$ cat config.mk
export PLATFORM = sky130hd
export DESIGN_NAME = markup_source_tokenizer_unit
export DESIGN_NICKNAME = d
export VERILOG_FILES = /design/src/rtl/mst_pkg.sv /design/src/rtl/markup_source_tokenizer_unit.sv
export SDC_FILE = /design/constraint.sdc
export NUM_CORES = 1
export LEC_CHECK = 0
export ABC_CLOCK_PERIOD_IN_PS = 21900
export BUFFER_PORTS_ARGS = -buffer_cell sky130_fd_sc_hd__buf_2
export CORE_MARGIN = 2
export CORE_UTILIZATION = 35
export CTS_CLUSTER_DIAMETER = 150
export CTS_CLUSTER_SIZE = 30
export DETAILED_ROUTE_END_ITERATION = 12
export GPL_TIMING_DRIVEN = 0
export PLACE_DENSITY = 0.55
export REMOVE_ABC_BUFFERS = 1
export SETUP_SLACK_MARGIN = 0.02
export SYNTH_ARGS = -nofsm -noshare
export SYNTH_HDL_FRONTEND = slang
export SYNTH_SLANG_ARGS = --single-unit
$ cat constraint.sdc
create_clock -name clk -period 21.9 [get_ports clk]
set_input_delay 2.19 -clock clk [delete_from_list [all_inputs] [get_ports clk]]
set_output_delay 2.19 -clock clk [all_outputs]
set_load 0.02 [all_outputs]
$ cat src/rtl/mst_pkg.sv
// Shared types, token codes, character constants and classifier functions
// for the markup source tokenizer. No dependencies.
`default_nettype none

package mst_pkg;

  // Width of the internal line and column counters.
  localparam int POS_BITS = 16;
  // Width of the line and column fields on the result channel.
  localparam int OUT_POS_W = 16;

  // Token kinds.
  localparam logic [5:0] TK_IDENT     = 6'd0;
  localparam logic [5:0] TK_NUMBER    = 6'd1;
  localparam logic [5:0] TK_STRING    = 6'd2;
  localparam logic [5:0] TK_LBRACE    = 6'd3;
  localparam logic [5:0] TK_RBRACE    = 6'd4;
  localparam logic [5:0] TK_LBRACKET  = 6'd5;
  localparam logic [5:0] TK_RBRACKET  = 6'd6;
  localparam logic [5:0] TK_LPAREN    = 6'd7;
  localparam logic [5:0] TK_RPAREN    = 6'd8;
  localparam logic [5:0] TK_COLON     = 6'd9;
  localparam logic [5:0] TK_EQUAL     = 6'd10;
  localparam logic [5:0] TK_SEMICOLON = 6'd11;
  localparam logic [5:0] TK_COMMA     = 6'd12;
  localparam logic [5:0] TK_AT        = 6'd13;
  localparam logic [5:0] TK_HASH      = 6'd14;
  localparam logic [5:0] TK_SLASH     = 6'd15;
  localparam logic [5:0] TK_DOT       = 6'd16;
  localparam logic [5:0] TK_PLUS      = 6'd17;
  localparam logic [5:0] TK_MINUS     = 6'd18;
  localparam logic [5:0] TK_STAR      = 6'd19;
  localparam logic [5:0] TK_PERCENT   = 6'd21;
  localparam logic [5:0] TK_CARET     = 6'd22;
  localparam logic [5:0] TK_GREATER   = 6'd23;
  localparam logic [5:0] TK_LESS      = 6'd24;
  localparam logic [5:0] TK_QUESTION  = 6'd25;
  localparam logic [5:0] TK_PIPE      = 6'd26;
  localparam logic [5:0] TK_AMPERSAND = 6'd27;
  localparam logic [5:0] TK_ARROW     = 6'd28;
  localparam logic [5:0] TK_CEEQUAL   = 6'd29;
  localparam logic [5:0] TK_EOF       = 6'd31;
  localparam logic [5:0] TK_ERROR     = 6'd32;
  // Marks a byte that is not one-character punctuation.
  localparam logic [5:0] TK_NONE      = 6'd63;

  // Record kinds and error causes.
  localparam logic RK_LEXEME = 1'b0;
  localparam logic RK_END    = 1'b1;
  localparam logic [1:0] EC_NONE       = 2'd0;
  localparam logic [1:0] EC_OPEN_STR   = 2'd1;
  localparam logic [1:0] EC_UNEXPECTED = 2'd2;

  // Characters.
  localparam logic [7:0] CH_NUL   = 8'h00;
  localparam logic [7:0] CH_TAB   = 8'h09;
  localparam logic [7:0] CH_LF    = 8'h0A;
  localparam logic [7:0] CH_CR    = 8'h0D;
  localparam logic [7:0] CH_SPACE = 8'h20;
  localparam logic [7:0] CH_DQUOTE = 8'h22;
  localparam logic [7:0] CH_SQUOTE = 8'h27;
  localparam logic [7:0] CH_STAR  = 8'h2A;
  localparam logic [7:0] CH_HYPHEN = 8'h2D;
  localparam logic [7:0] CH_DOT   = 8'h2E;
  localparam logic [7:0] CH_SLASH = 8'h2F;
  localparam logic [7:0] CH_COLON = 8'h3A;
  localparam logic [7:0] CH_EQUAL = 8'h3D;
  localparam logic [7:0] CH_GT    = 8'h3E;
  localparam logic [7:0] CH_BSLASH = 8'h5C;
  localparam logic [7:0] CH_UNDER = 8'h5F;
  localparam logic [7:0] CH_LC_N  = 8'h6E;
  localparam logic [7:0] CH_LC_R  = 8'h72;
  localparam logic [7:0] CH_LC_T  = 8'h74;

  // One result record as it sits in the output queue.
  typedef struct packed {
    logic                 record_kind;
    logic [5:0]           token_kind;
    logic [7:0]           lexeme_value;
    logic [1:0]           error_cause;
    logic [OUT_POS_W-1:0] line_number;
    logic [OUT_POS_W-1:0] column_number;
    logic                 last_of_run;
  } rec_t;

  function automatic logic is_digit(input logic [7:0] b);
    return (b >= 8'h30) && (b <= 8'h39);
  endfunction

  function automatic logic is_alpha(input logic [7:0] b);
    return ((b >= 8'h61) && (b <= 8'h7A)) || ((b >= 8'h41) && (b <= 8'h5A));
  endfunction

  function automatic logic is_space(input logic [7:0] b);
    return (b == CH_SPACE) || (b == CH_TAB) || (b == CH_CR) || (b == CH_LF);
  endfunction

  // One-character punctuation lookup; TK_NONE for anything else.
  function automatic logic [5:0] punct_kind(input logic [7:0] b);
    logic [5:0] k;
    case (b)
      8'h7B:   k = TK_LBRACE;
      8'h7D:   k = TK_RBRACE;
      8'h5B:   k = TK_LBRACKET;
      8'h5D:   k = TK_RBRACKET;
      8'h28:   k = TK_LPAREN;
      8'h29:   k = TK_RPAREN;
      8'h3D:   k = TK_EQUAL;
      8'h3B:   k = TK_SEMICOLON;
      8'h2C:   k = TK_COMMA;
      8'h40:   k = TK_AT;
      8'h23:   k = TK_HASH;
      8'h2E:   k = TK_DOT;
      8'h2B:   k = TK_PLUS;
      8'h2A:   k = TK_STAR;
      8'h25:   k = TK_PERCENT;
      8'h5E:   k = TK_CARET;
      8'h3E:   k = TK_GREATER;
      8'h3C:   k = TK_LESS;
      8'h3F:   k = TK_QUESTION;
      8'h7C:   k = TK_PIPE;
      8'h26:   k = TK_AMPERSAND;
      default: k = TK_NONE;
    endcase
    return k;
  endfunction

endpackage

`default_nettype wire

$ cat src/rtl/markup_source_tokenizer_unit.sv
// Streaming tokenizer for markup source text, one byte per transfer.
// Depends on mst_pkg for token codes, characters, the record type and classifiers.
`default_nettype none

// The block takes source text one byte per input transfer and produces token
// records on the result channel. A byte transfer is registered, then decoded
// in the next cycle against the lexer state; the zero, one or two records it
// causes go into a two-entry output queue whose head drives the out_ ports.
// A byte of value zero, or in_is_end high, ends the text: an open token is
// closed, an open string becomes an error token, and an EndOfFile record
// follows, after which the line and column restart at one.
// Rate: one input transfer per cycle as long as each byte gives at most one
// record and the output is not stalled. The output port carries one record
// per cycle when not stalled, so every byte that closes a token and also
// starts or ends another adds a record to the backlog: the queue absorbs one
// such extra record, and when a further two-record byte arrives while it is
// still held, the input is stalled until the queue has room.
// Order: a byte waits in the input register until the queue has room for all
// of its records, which then enter the queue and reach the ports from its
// head. Identifiers, numbers and held punctuation ('/', ':', '-') are closed
// only when the following byte shows the token has ended, so their token-end
// record appears with that following byte.
module markup_source_tokenizer_unit (
  input  wire logic        clk,
  input  wire logic        rst_n,
  input  wire logic        in_valid,
  output      logic        in_stall,
  input  wire logic [7:0]  in_data_byte,
  input  wire logic        in_is_end,
  output      logic        out_valid,
  input  wire logic        out_stall,
  output      logic        out_record_kind,
  output      logic [5:0]  out_token_kind,
  output      logic [7:0]  out_lexeme_value,
  output      logic [1:0]  out_error_cause,
  output      logic [mst_pkg::OUT_POS_W-1:0] out_line_number,
  output      logic [mst_pkg::OUT_POS_W-1:0] out_column_number,
  output      logic        out_last_of_run
);

  // Lexer modes. Codes beyond the named ones behave as idle.
  typedef enum logic [3:0] {
    M_IDLE  = 4'd0,
    M_IDENT = 4'd1,
    M_INT   = 4'd2,
    M_FRAC  = 4'd3,
    M_STR   = 4'd4,
    M_ESC   = 4'd5,
    M_SLASH = 4'd6,
    M_LCMT  = 4'd7,
    M_BCMT  = 4'd8,
    M_BSTAR = 4'd9,
    M_COLON = 4'd10,
    M_MINUS = 4'd11
  } mode_t;

  localparam logic [mst_pkg::POS_BITS-1:0] POS_ONE = mst_pkg::POS_BITS'(1);
  localparam logic [mst_pkg::POS_BITS-1:0] POS_TOP = '1;

  // Input register.
  logic       item_v_r, item_v_nxt;
  logic [7:0] byte_r;
  logic       end_r;

  // Lexer state.
  mode_t                         mode_r, mode_nxt;
  logic [7:0]                    quote_r, quote_nxt;
  logic [mst_pkg::POS_BITS-1:0]  line_r, line_nxt;
  logic [mst_pkg::POS_BITS-1:0]  col_r, col_nxt;

  // Output queue: entry 0 is the head shown on the ports.
  mst_pkg::rec_t q_r   [2];
  mst_pkg::rec_t q_nxt [2];
  logic [1:0]    cnt_r, cnt_nxt;

  // Decode of the registered byte.
  logic        eof;
  logic        run_idle;
  logic        close_v;
  logic [5:0]  close_tk;
  logic [7:0]  close_val;
  logic [1:0]  close_cause;
  logic        b_v;
  logic        b_rk;
  logic [5:0]  b_tk;
  logic [7:0]  b_val;
  logic [1:0]  b_cause;
  logic [5:0]  pk;
  logic [7:0]  esc_val;
  logic [mst_pkg::POS_BITS-1:0] line_cons, col_cons;
  mst_pkg::rec_t rec_a, rec_b, rec_first;

  // Handshake and queue bookkeeping.
  logic       pop;
  logic       proc;
  logic [1:0] n_res;
  logic [1:0] cnt_pop;
  logic [1:0] room;

  assign eof = end_r || (byte_r == mst_pkg::CH_NUL);
  assign pk  = mst_pkg::punct_kind(byte_r);

  // Escape decoding: n, t and r map to control codes, anything else is literal.
  always_comb begin
    case (byte_r)
      mst_pkg::CH_LC_N: esc_val = mst_pkg::CH_LF;
      mst_pkg::CH_LC_T: esc_val = mst_pkg::CH_TAB;
      mst_pkg::CH_LC_R: esc_val = mst_pkg::CH_CR;
      default:          esc_val = byte_r;
    endcase
  end

  // Every byte that is not an end marker moves the position exactly once.
  always_comb begin
    line_cons = line_r;
    col_cons  = col_r;
    if (!eof) begin
      if (byte_r == mst_pkg::CH_LF) begin
        if (line_r != POS_TOP) line_cons = line_r + POS_ONE;
        col_cons = POS_ONE;
      end else if (col_r != POS_TOP) begin
        col_cons = col_r + POS_ONE;
      end
    end
  end

  // Next-mode function. A "close" record ends the token held from earlier
  // bytes; the "b" record is whatever the byte itself produces.
  always_comb begin
    close_v     = 1'b0;
    close_tk    = mst_pkg::TK_IDENT;
    close_val   = 8'h00;
    close_cause = mst_pkg::EC_NONE;
    b_v         = 1'b0;
    b_rk        = mst_pkg::RK_LEXEME;
    b_tk        = mst_pkg::TK_IDENT;
    b_val       = byte_r;
    b_cause     = mst_pkg::EC_NONE;
    run_idle    = 1'b0;
    mode_nxt    = mode_r;
    quote_nxt   = quote_r;

    unique case (mode_r) inside
      M_IDENT: begin
        if (!eof && (mst_pkg::is_alpha(byte_r) || mst_pkg::is_digit(byte_r) ||
                     byte_r == mst_pkg::CH_UNDER || byte_r == mst_pkg::CH_HYPHEN)) begin
          b_v  = 1'b1;
          b_tk = mst_pkg::TK_IDENT;
        end else begin
          close_v  = 1'b1;
          close_tk = mst_pkg::TK_IDENT;
          run_idle = 1'b1;
        end
      end
      M_INT, M_FRAC: begin
        if (!eof && mst_pkg::is_digit(byte_r)) begin
          b_v  = 1'b1;
          b_tk = mst_pkg::TK_NUMBER;
        end else if (!eof && byte_r == mst_pkg::CH_DOT && mode_r == M_INT) begin
          b_v      = 1'b1;
          b_tk     = mst_pkg::TK_NUMBER;
          mode_nxt = M_FRAC;
        end else begin
          close_v  = 1'b1;
          close_tk = mst_pkg::TK_NUMBER;
          run_idle = 1'b1;
        end
      end
      M_STR, M_ESC: begin
        if (eof) begin
          close_v     = 1'b1;
          close_tk    = mst_pkg::TK_ERROR;
          close_cause = mst_pkg::EC_OPEN_STR;
          run_idle    = 1'b1;
        end else if (mode_r == M_ESC) begin
          b_v      = 1'b1;
          b_tk     = mst_pkg::TK_STRING;
          b_val    = esc_val;
          mode_nxt = M_STR;
        end else if (byte_r == quote_r) begin
          b_v      = 1'b1;
          b_rk     = mst_pkg::RK_END;
          b_tk     = mst_pkg::TK_STRING;
          b_val    = 8'h00;
          mode_nxt = M_IDLE;
        end else if (byte_r == mst_pkg::CH_BSLASH) begin
          mode_nxt = M_ESC;
        end else begin
          b_v  = 1'b1;
          b_tk = mst_pkg::TK_STRING;
        end
      end
      M_SLASH: begin
        if (!eof && byte_r == mst_pkg::CH_SLASH) begin
          mode_nxt = M_LCMT;
        end else if (!eof && byte_r == mst_pkg::CH_STAR) begin
          mode_nxt = M_BCMT;
        end else begin
          close_v   = 1'b1;
          close_tk  = mst_pkg::TK_SLASH;
          close_val = mst_pkg::CH_SLASH;
          run_idle  = 1'b1;
        end
      end
      M_LCMT: begin
        if (eof) begin
          run_idle = 1'b1;
        end else if (byte_r == mst_pkg::CH_LF) begin
          mode_nxt = M_IDLE;
        end
      end
      M_BCMT, M_BSTAR: begin
        if (eof) begin
          run_idle = 1'b1;
        end else if (byte_r == mst_pkg::CH_STAR) begin
          mode_nxt = M_BSTAR;
        end else if (byte_r == mst_pkg::CH_SLASH && mode_r == M_BSTAR) begin
          mode_nxt = M_IDLE;
        end else begin
          mode_nxt = M_BCMT;
        end
      end
      M_COLON: begin
        if (!eof && byte_r == mst_pkg::CH_EQUAL) begin
          b_v      = 1'b1;
          b_rk     = mst_pkg::RK_END;
          b_tk     = mst_pkg::TK_CEEQUAL;
          mode_nxt = M_IDLE;
        end else begin
          close_v   = 1'b1;
          close_tk  = mst_pkg::TK_COLON;
          close_val = mst_pkg::CH_COLON;
          run_idle  = 1'b1;
        end
      end
      M_MINUS: begin
        if (!eof && byte_r == mst_pkg::CH_GT) begin
          b_v      = 1'b1;
          b_rk     = mst_pkg::RK_END;
          b_tk     = mst_pkg::TK_ARROW;
          mode_nxt = M_IDLE;
        end else begin
          close_v   = 1'b1;
          close_tk  = mst_pkg::TK_MINUS;
          close_val = mst_pkg::CH_HYPHEN;
          run_idle  = 1'b1;
        end
      end
      default: begin
        run_idle = 1'b1;
      end
    endcase

    // The byte is handled from idle: either nothing was open, or the open
    // token has just been closed.
    if (run_idle) begin
      mode_nxt = M_IDLE;
      if (eof) begin
        b_v       = 1'b1;
        b_rk      = mst_pkg::RK_END;
        b_tk      = mst_pkg::TK_EOF;
        b_val     = 8'h00;
        quote_nxt = 8'h00;
      end else if (mst_pkg::is_space(byte_r)) begin
        b_v = 1'b0;
      end else if (byte_r == mst_pkg::CH_DQUOTE || byte_r == mst_pkg::CH_SQUOTE) begin
        quote_nxt = byte_r;
        mode_nxt  = M_STR;
      end else if (mst_pkg::is_digit(byte_r)) begin
        b_v      = 1'b1;
        b_tk     = mst_pkg::TK_NUMBER;
        mode_nxt = M_INT;
      end else if (mst_pkg::is_alpha(byte_r) || byte_r == mst_pkg::CH_UNDER) begin
        b_v      = 1'b1;
        b_tk     = mst_pkg::TK_IDENT;
        mode_nxt = M_IDENT;
      end else if (byte_r == mst_pkg::CH_SLASH) begin
        mode_nxt = M_SLASH;
      end else if (byte_r == mst_pkg::CH_COLON) begin
        mode_nxt = M_COLON;
      end else if (byte_r == mst_pkg::CH_HYPHEN) begin
        mode_nxt = M_MINUS;
      end else if (pk != mst_pkg::TK_NONE) begin
        b_v  = 1'b1;
        b_rk = mst_pkg::RK_END;
        b_tk = pk;
      end else begin
        b_v     = 1'b1;
        b_rk    = mst_pkg::RK_END;
        b_tk    = mst_pkg::TK_ERROR;
        b_cause = mst_pkg::EC_UNEXPECTED;
      end
    end
  end

  // The closing record carries the position before this byte; the byte's own
  // record carries the position after it.
  always_comb begin
    rec_a.record_kind   = mst_pkg::RK_END;
    rec_a.token_kind    = close_tk;
    rec_a.lexeme_value  = close_val;
    rec_a.error_cause   = close_cause;
    rec_a.line_number   = mst_pkg::OUT_POS_W'(line_r);
    rec_a.column_number = mst_pkg::OUT_POS_W'(col_r);
    rec_a.last_of_run   = !b_v;

    rec_b.record_kind   = b_rk;
    rec_b.token_kind    = b_tk;
    rec_b.lexeme_value  = b_val;
    rec_b.error_cause   = b_cause;
    rec_b.line_number   = mst_pkg::OUT_POS_W'(line_cons);
    rec_b.column_number = mst_pkg::OUT_POS_W'(col_cons);
    rec_b.last_of_run   = 1'b1;

    rec_first = close_v ? rec_a : rec_b;
  end

  // The registered byte is retired only when the queue has room for all of
  // its records after this cycle's output transfer.
  assign out_valid = (cnt_r != 2'd0);
  assign pop       = out_valid && !out_stall;
  assign n_res     = {1'b0, close_v} + {1'b0, b_v};
  assign cnt_pop   = cnt_r - {1'b0, pop};
  assign room      = 2'd2 - cnt_pop;
  assign proc      = item_v_r && (n_res <= room);
  assign in_stall  = item_v_r && !proc;

  always_comb begin
    item_v_nxt = item_v_r;
    if (in_valid && !in_stall) begin
      item_v_nxt = 1'b1;
    end else if (proc) begin
      item_v_nxt = 1'b0;
    end

    q_nxt[0] = pop ? q_r[1] : q_r[0];
    q_nxt[1] = q_r[1];
    if (proc && n_res != 2'd0) begin
      if (cnt_pop == 2'd0) begin
        q_nxt[0] = rec_first;
        if (n_res == 2'd2) q_nxt[1] = rec_b;
      end else begin
        q_nxt[1] = rec_first;
      end
    end
    cnt_nxt = cnt_pop + (proc ? n_res : 2'd0);

    // The end marker restarts the position for the next text.
    line_nxt = line_cons;
    col_nxt  = col_cons;
    if (run_idle && eof) begin
      line_nxt = POS_ONE;
      col_nxt  = POS_ONE;
    end
  end

  always_ff @(posedge clk) begin
    if (!rst_n) begin
      item_v_r <= 1'b0;
      mode_r   <= M_IDLE;
      quote_r  <= 8'h00;
      line_r   <= POS_ONE;
      col_r    <= POS_ONE;
      cnt_r    <= 2'd0;
    end else begin
      item_v_r <= item_v_nxt;
      cnt_r    <= cnt_nxt;
      if (proc) begin
        mode_r  <= mode_nxt;
        quote_r <= quote_nxt;
        line_r  <= line_nxt;
        col_r   <= col_nxt;
      end
    end
    if (in_valid && !in_stall) begin
      byte_r <= in_data_byte;
      end_r  <= in_is_end;
    end
    q_r[0] <= q_nxt[0];
    q_r[1] <= q_nxt[1];
  end

  assign out_record_kind   = q_r[0].record_kind;
  assign out_token_kind    = q_r[0].token_kind;
  assign out_lexeme_value  = q_r[0].lexeme_value;
  assign out_error_cause   = q_r[0].error_cause;
  assign out_line_number   = q_r[0].line_number;
  assign out_column_number = q_r[0].column_number;
  assign out_last_of_run   = q_r[0].last_of_run;

endmodule

`default_nettype wire

==> flow_summary.json, run 1 <==
{
  "status": "completed",
  "slowest_delay_ns": 0.70,
  "avgViaCountPerCell": 5.755,
  "grt_pass1_vias": 8113,
  "yosys_most_used_dff": "dfxtp_1",
  "die-area_sq_um": 29130,
  "worst_hold_slack_ns": 0.4402,
  "cp-end-kind": "output pin",
  "start_kind": "input port",
  "wl_met1_um": 13180,
  "whs_endpoint": "quote_r[6]$_SDFFE_PN0P_",
  "fillerInstances": 2821,
  "power_density_nw_per_um2": 151.3,
  "ys_ff_latch": 156,
  "io_pins": 65,
  "reg2reg_slack_ns": 14.34,
  "grt_usage": 0.1980,
  "top_layer": "met4",
  "synth_top_area_cell": "dfxtp_1",
  "synthesis.area_sq_um": 9724,
  "vdd_drop_max_uv": 65.77,
  "cts-resized-gates": 0,
  "holdBufCountCts": 0,
  "reg2reg_depth": 15,
  "cts_setup_buffers": 0,
  "root_buffer": "clkbuf_16",
  "h-tree-depth": 4,
  "worstPathCellList": "buf_2, nand2b_2, clkinv_2, buf_12, ha_1, xnor2_1, ha_1, ha_1, nor2b_1, o21ai_1, nor2_1, buf_2",
  "rows": 61,
  "rr_startpoint": "byte_r[2]$_DFFE_PP_",
  "grt_max_degree": 43,
  "place.detailed.hpwl_um": 18930,
  "synth_cell_type_count": 80,
  "rsz0062_at_grt": "no",
  "vias": 8626,
  "path_buf_inv": 4,
  "drv_slew": 0,
  "ys_warn_count": 0,
  "start_util": 0.3529,
  "arrival_ns": 5.94,
  "firstDrtPassIters": 5,
  "synthCells": 1154,
  "drc": 0,
  "dr_wl_met2_um": 13530,
  "path_max_fanout": 31,
  "layout-drive-gt1-share": 0.1409,
  "yosysSeqAreaShare": 0.3819,
  "ant_nets": 0,
  "setup_tns_ns": 0,
  "slew_headroom": 0.05942,
  "min_period_ns": 8.130,
  "die_h_um": 170.7,
  "cts_buffers": 17,
  "crit_family": "buffers and inverters",
  "synth_top_area_share": 0.1997,
  "clkTransAtPathRegs_ns": 0.07,
  "path_depth": 12,
  "fp.dieW_um": 170.7,
  "fin_crit_sh": 0.3712,
  "synth_edf_count": 59,
  "drt_iter0_drc": 796,
  "crit_top_cell": "ha_1",
  "core_sq_um": 27550,
  "maxCapViolCount": 0,
  "cellLeakagePower_uw": 0.003644,
  "clock_latency_ns": 0.44,
  "reg2reg_to": "q_r[0][93]$_DFFE_PP_",
  "ys_top_cells_by_area": "dfxtp_1 (20%), edfxtp_1 (18%), nand2_1 (5.1%), buf_4 (3.7%), o21ai_0 (3.2%)",
  "route.met3.wl_um": 1517,
  "antenna_found_initial": 0,
  "hold_path_depth": 2,
  "required_ns": 19.71,
  "place_congestion": 0.9251,
  "hold_path_class": "reg -> reg",
  "holdCritStartpoint": "quote_r[6]$_SDFFE_PN0P_",
  "cts.sinks": 156,
  "worst_pin_slew_ns": 1.407,
  "hold_viol": 0,
  "antenna_cells": 0,
  "slowest_stage": "nand2b_2",
  "clockBufferDepth": 2,
  "io_buffers": 64,
  "postSynthAreaPerCell_sq_um": 8.427,
  "syn2layout_area_growth_pct": 9.624,
  "cts_tree": "yes",
  "setup_viol": 0,
  "finalWirelength_um": 28630,
  "grt_pass1_wl_um": 45510,
  "async_flop_share": 0,
  "max_freq_mhz": 123.0,
  "final_nets": 1131,
  "worst-setup-path-type": "in -> out",
  "finClkSkew_ns": 0.01414,
  "overflow": 0,
  "avgRoutedWirePerCell_um": 19.10
}
[where the power goes]
part	internal [uW]	total (uW)	switching, uW
Combinational	291	823	532
Clock	161	301	140
Sequential	417	489	72.3
[synth_stat cells (all sizes together) (7+ instances only)]
cell type / instances
a2111oi: 9
a211oi: 31
a21o: 7
a21oi: 57
a22oi: 25
a31oi: 27
and2: 14
and3: 22
and4: 16
buf: 81
clkbuf: 69
dfxtp: 97
edfxtp: 59
ha: 10
inv: 23
mux2: 15
mux2i: 30
nand2: 133
nand2b: 18
nand3: 30
nand4: 18
nor2: 82
nor2b: 9
nor3: 30
nor4: 20
o211ai: 7
o21a: 7
o21ai: 64
o22ai: 16
xnor2: 21
[flip-flops by register name (all words and copies together), names as in the netlist]
register and cells:
item_v_r 1, quote_r 8, byte_r 8, cnt_r 2, col_r 16, end_r 1, line_r 16, q_r 100
mode_r 4
[cell families (layout without fill, tap and decap cells)]
| family | after synthesis | in the layout | synth area share |
|---|---|---|---|
| mux | 45 | 45 | 0.04864 |
| xor+xnor | 26 | 26 | 0.02342 |
| buf+inv | 175 | 142 | 0.09058 |
| fa+ha+maj | 10 | 10 | 0.01287 |
| flops | 156 | 156 | 0.3819 |
| simple gates | 437 | 437 | 0.2321 |
| compound gates | 305 | 305 | 0.2105 |
[metrics by stage]
stage | instance area [sq um] | instances | total power (uW) | setup slack [ns] | util
4_1_cts | 10630 | 1498 | 1618 | 13.70 | 0.3857
3_5_place_dp | 10040 | 1466 | 1316 | 13.54 | 0.3646
6_report | 10660 | 1499 | 1613 | 13.77 | 0.3869
5_1_grt | 10660 | 1499 | 1720 | 13.49 | 0.3869
3_3_place_gp | 9731 | 1446 | 1257 | 4.656 | 0.3532
2_1_floorplan | 8937 | 1004 | 981.3 | 11.54 | -
[metal layers]
metal / vias to the layer above / track usage
li1: 4147 / -
met1: 4161 / 0.2743
met2: 286 / 0.3216
met3: 32 / 0.03007
met4: 0 / 0.05203
met5: - / 0
[worst max-delay path by stage]
stage | startpoint | to
finish | out_stall | in_stall
CTS | byte_r[4]$_DFFE_PP_ | in_stall
global route | out_stall | in_stall
floorplan | out_stall | q_r[0][50]$_DFFE_PP_
detailed placement | out_stall | q_r[0][90]$_DFFE_PP_
global placement | byte_r[2]$_DFFE_PP_ | q_r[0][90]$_DFFE_PP_
[placed cells by master (no fill, tap or decap), drive strengths merged, types with 6 or more instances in the layout]
cell type  count
a2111oi        9
a211oi        31
a21o           7
a21oi         57
a22oi         25
a31oi         27
a32oi          6
and2          14
and3          22
and4          16
buf           85
clkbuf        17
clkinv         8
dfxtp         97
edfxtp        59
ha            10
inv           30
mux2          15
mux2i         30
nand2        133
nand2b        18
nand3         30
nand4         18
nand4b         6
nor2          82
nor2b          9
nor3          30
nor4          20
nor4b          6
o211ai         7
o21a           7
o21ai         64
o22ai         16
o2bb2ai        6
or3            6
or4            6
xnor2         21
[worst min-delay path: stages (launching register included)]
cell and delay, ns:
dfxtp_1 0.32, inv_1 0.05, nor2_1 0.04
[area by class of cell]
type / count / area, sq um / share of cell area
Clock buffer: 17 / 425.4 / 0.03991
Clock inverter: 15 / 156.4 / 0.01467
Inverter: 25 / 95.09 / 0.008920
Multi-Input combinational cell: 823 / 5175 / 0.4854
Sequential cell: 156 / 3714 / 0.3484
Tap cell: 378 / 473.0 / 0.04437
Timing Repair Buffer: 85 / 621.8 / 0.05833
Note: power is estimated with default switching activity, not from simulation.
==> inputs of run 2 (changes only) <==
ABC_CLOCK_PERIOD_IN_PS = 7950   (was 21900)
clock period = 7.95 ns   (was 21.9 ns; I/O delays follow)
==> run 2 against run 1 <==
  * Cell count about the same
  * First-iteration DRC count rose by 8.8%
  * Final area shrank 0.22%
  * Sequential cell count did not move
  * Largest cell class unchanged
  * Non-clock buffer count shrank 1
  * Clock skew up 0.00063 ns
  * Via count grew 0.30%
  * Global-route usage stayed put
  * Routed wire length increased by 0.37%
  * Critical path depth increased by 3
  * Die area is the same
==> flow_summary.json, run 2 (same netlist as run 1, synthesis figures left out) <==
{
  "final_common_cell": "nand2_1",
  "finClkSkew_ns": 0.01478,
  "hold_viol": 0,
  "worst_hold_slack_ns": 0.4402,
  "die-area_sq_um": 29130,
  "worst_pin_slew_ns": 1.310,
  "io_buffers": 64,
  "drv_slew": 0,
  "rows": 61,
  "min_period_ns": 7.053,
  "grt_pass1_wl_um": 45510,
  "worst-setup-path-type": "reg -> reg",
  "firstDrtPassIters": 6,
  "cts_buffers": 17,
  "hold_path_depth": 2,
  "required_ns": 8.08,
  "power_density_nw_per_um2": 417.8,
  "largestRegisters": "q_r x100, col_r x16, line_r x16",
  "grt_usage": 0.1980,
  "vias": 8652,
  "clockBufferDepth": 2,
  "h-tree-depth": 4,
  "syn2layout_area_growth_pct": 9.380,
  "final_nets": 1130,
  "reg2reg_depth": 15,
  "fp.dieW_um": 170.7,
  "root_buffer": "clkbuf_16",
  "drt_iter0_drc": 866,
  "grt_pass1_vias": 8113,
  "clock_latency_ns": 0.44,
  "place.detailed.hpwl_um": 18930,
  "overflow": 0,
  "cts_setup_buffers": 0,
  "setup_viol": 0,
  "rsz0062_at_grt": "no",
  "avgViaCountPerCell": 5.776,
  "fin_crit_sh": 0.8871,
  "dpl_cell_area_sq_um": 10040,
  "max_freq_mhz": 141.8,
  "ant_nets": 0,
  "regMostFlops": "q_r",
  "antenna_cells": 0,
  "cp-end-kind": "flip-flop",
  "status": "completed",
  "io_pins": 65,
  "final_area_sq_um": 10640,
  "cellLeakagePower_uw": 0.003630,
  "worst_slack_ns": 0.8972,
  "hold_path_class": "reg -> reg",
  "die_h_um": 170.7,
  "largest_register_ffs": 100,
  "core_sq_um": 27550,
  "path_max_fanout": 42,
  "place_worst_setup_slack_ns": 0.04384,
  "rr_startpoint": "byte_r[4]$_DFFE_PP_",
  "clkTransAtPathRegs_ns": 0.07,
  "grt_max_degree": 43,
  "reg2reg_to": "q_r[0][93]$_DFFE_PP_",
  "antenna_found_initial": 0,
  "fin_util": 0.3860,
  "cts.sinks": 156,
  "final_cell_mix": "nand2_1 (132), dfxtp_1 (97), nor2_1 (81), buf_2 (64), o21ai_0 (62)",
  "arrival_ns": 7.19,
  "finalWirelength_um": 28730,
  "cts_tree": "yes",
  "whs_endpoint": "quote_r[6]$_SDFFE_PN0P_",
  "holdCritStartpoint": "quote_r[6]$_SDFFE_PN0P_",
  "slew_headroom": 0.1269,
  "maxCapViolCount": 0,
  "start_util": 0.3529,
  "drc": 0,
  "reg2reg_slack_ns": 0.90,
  "place_congestion": 0.9251,
  "layout-drive-gt1-share": 0.1420,
  "start_kind": "flip-flop",
  "vdd_drop_max_uv": 181.6,
  "avgRoutedWirePerCell_um": 19.18
}
## run 2: final cells by class
cell class | instances | area (sq um)
multi-input cells | 823 | 5179
clock inverters | 15 | 156.4
fillers | 2825 | 16920
repair buffers | 84 | 594.3
flip-flops and latches | 156 | 3714
inverters | 25 | 95.09
well taps | 378 | 473.0
clock buffers | 17 | 425.4
## run 2: metrics by stage
step,total power [uW],TNS (ns),instances
6_report,4444,0,1498
5_1_grt,4732,0,1498
4_1_cts,4456,0,1498
3_5_place_dp,3626,0,1466
3_3_place_gp,3463,-1028.70,1446
2_1_floorplan,2703,-123.49,1004
## run 2: power breakdown
| group | switching (uW) | internal [uW] | leakage, uW |
|---|---|---|---|
| Clock | 390 | 443 | 0.000286 |
| Sequential | 199 | 1150 | 0.00135 |
| Combinational | 1470 | 797 | 0.00199 |
## run 2: how the worst max path moves through the flow
stage / from / endpoint / cells past startpoint
floorplan: byte_r[2]$_DFFE_PP_ / q_r[0][50]$_DFFE_PP_ / 11
global placement: byte_r[2]$_DFFE_PP_ / q_r[0][90]$_DFFE_PP_ / 11
detailed placement: byte_r[4]$_DFFE_PP_ / q_r[0][90]$_DFFE_PP_ / 14
CTS: byte_r[4]$_DFFE_PP_ / q_r[0][93]$_DFFE_PP_ / 15
global route: byte_r[4]$_DFFE_PP_ / q_r[0][93]$_DFFE_PP_ / 15
finish: byte_r[4]$_DFFE_PP_ / q_r[0][93]$_DFFE_PP_ / 15
## run 2: routing by layer
layer / GRT usage / wire [um] / part of all wire
met1: 0.2743 / 13380 / 0.47
met4: 0.05203 / 380 / 0.013
met2: 0.3216 / 13430 / 0.47
met3: 0.03007 / 1549 / 0.054
met5: 0 / 0 / 0
## run 2: repair_timing
action	CTS	global route
endpoints found under the setup margin	1	10
resized for setup	1	1
cloned	0	0
hold buffers	0	0
## run 2: critical path, cell delays in order (launching register included)
cell	delay, ns
edfxtp_1	0.71
nor4_2	0.95
a21oi_2	0.42
a2111oi_1	0.70
a211oi_4	0.17
buf_16	0.23
inv_2	0.59
ha_1	0.33
ha_1	0.26
nor2b_1	0.14
o21ai_1	0.34
nand2_2	0.55
nor3_2	0.68
buf_8	0.24
buf_6	0.18
buf_4	0.22
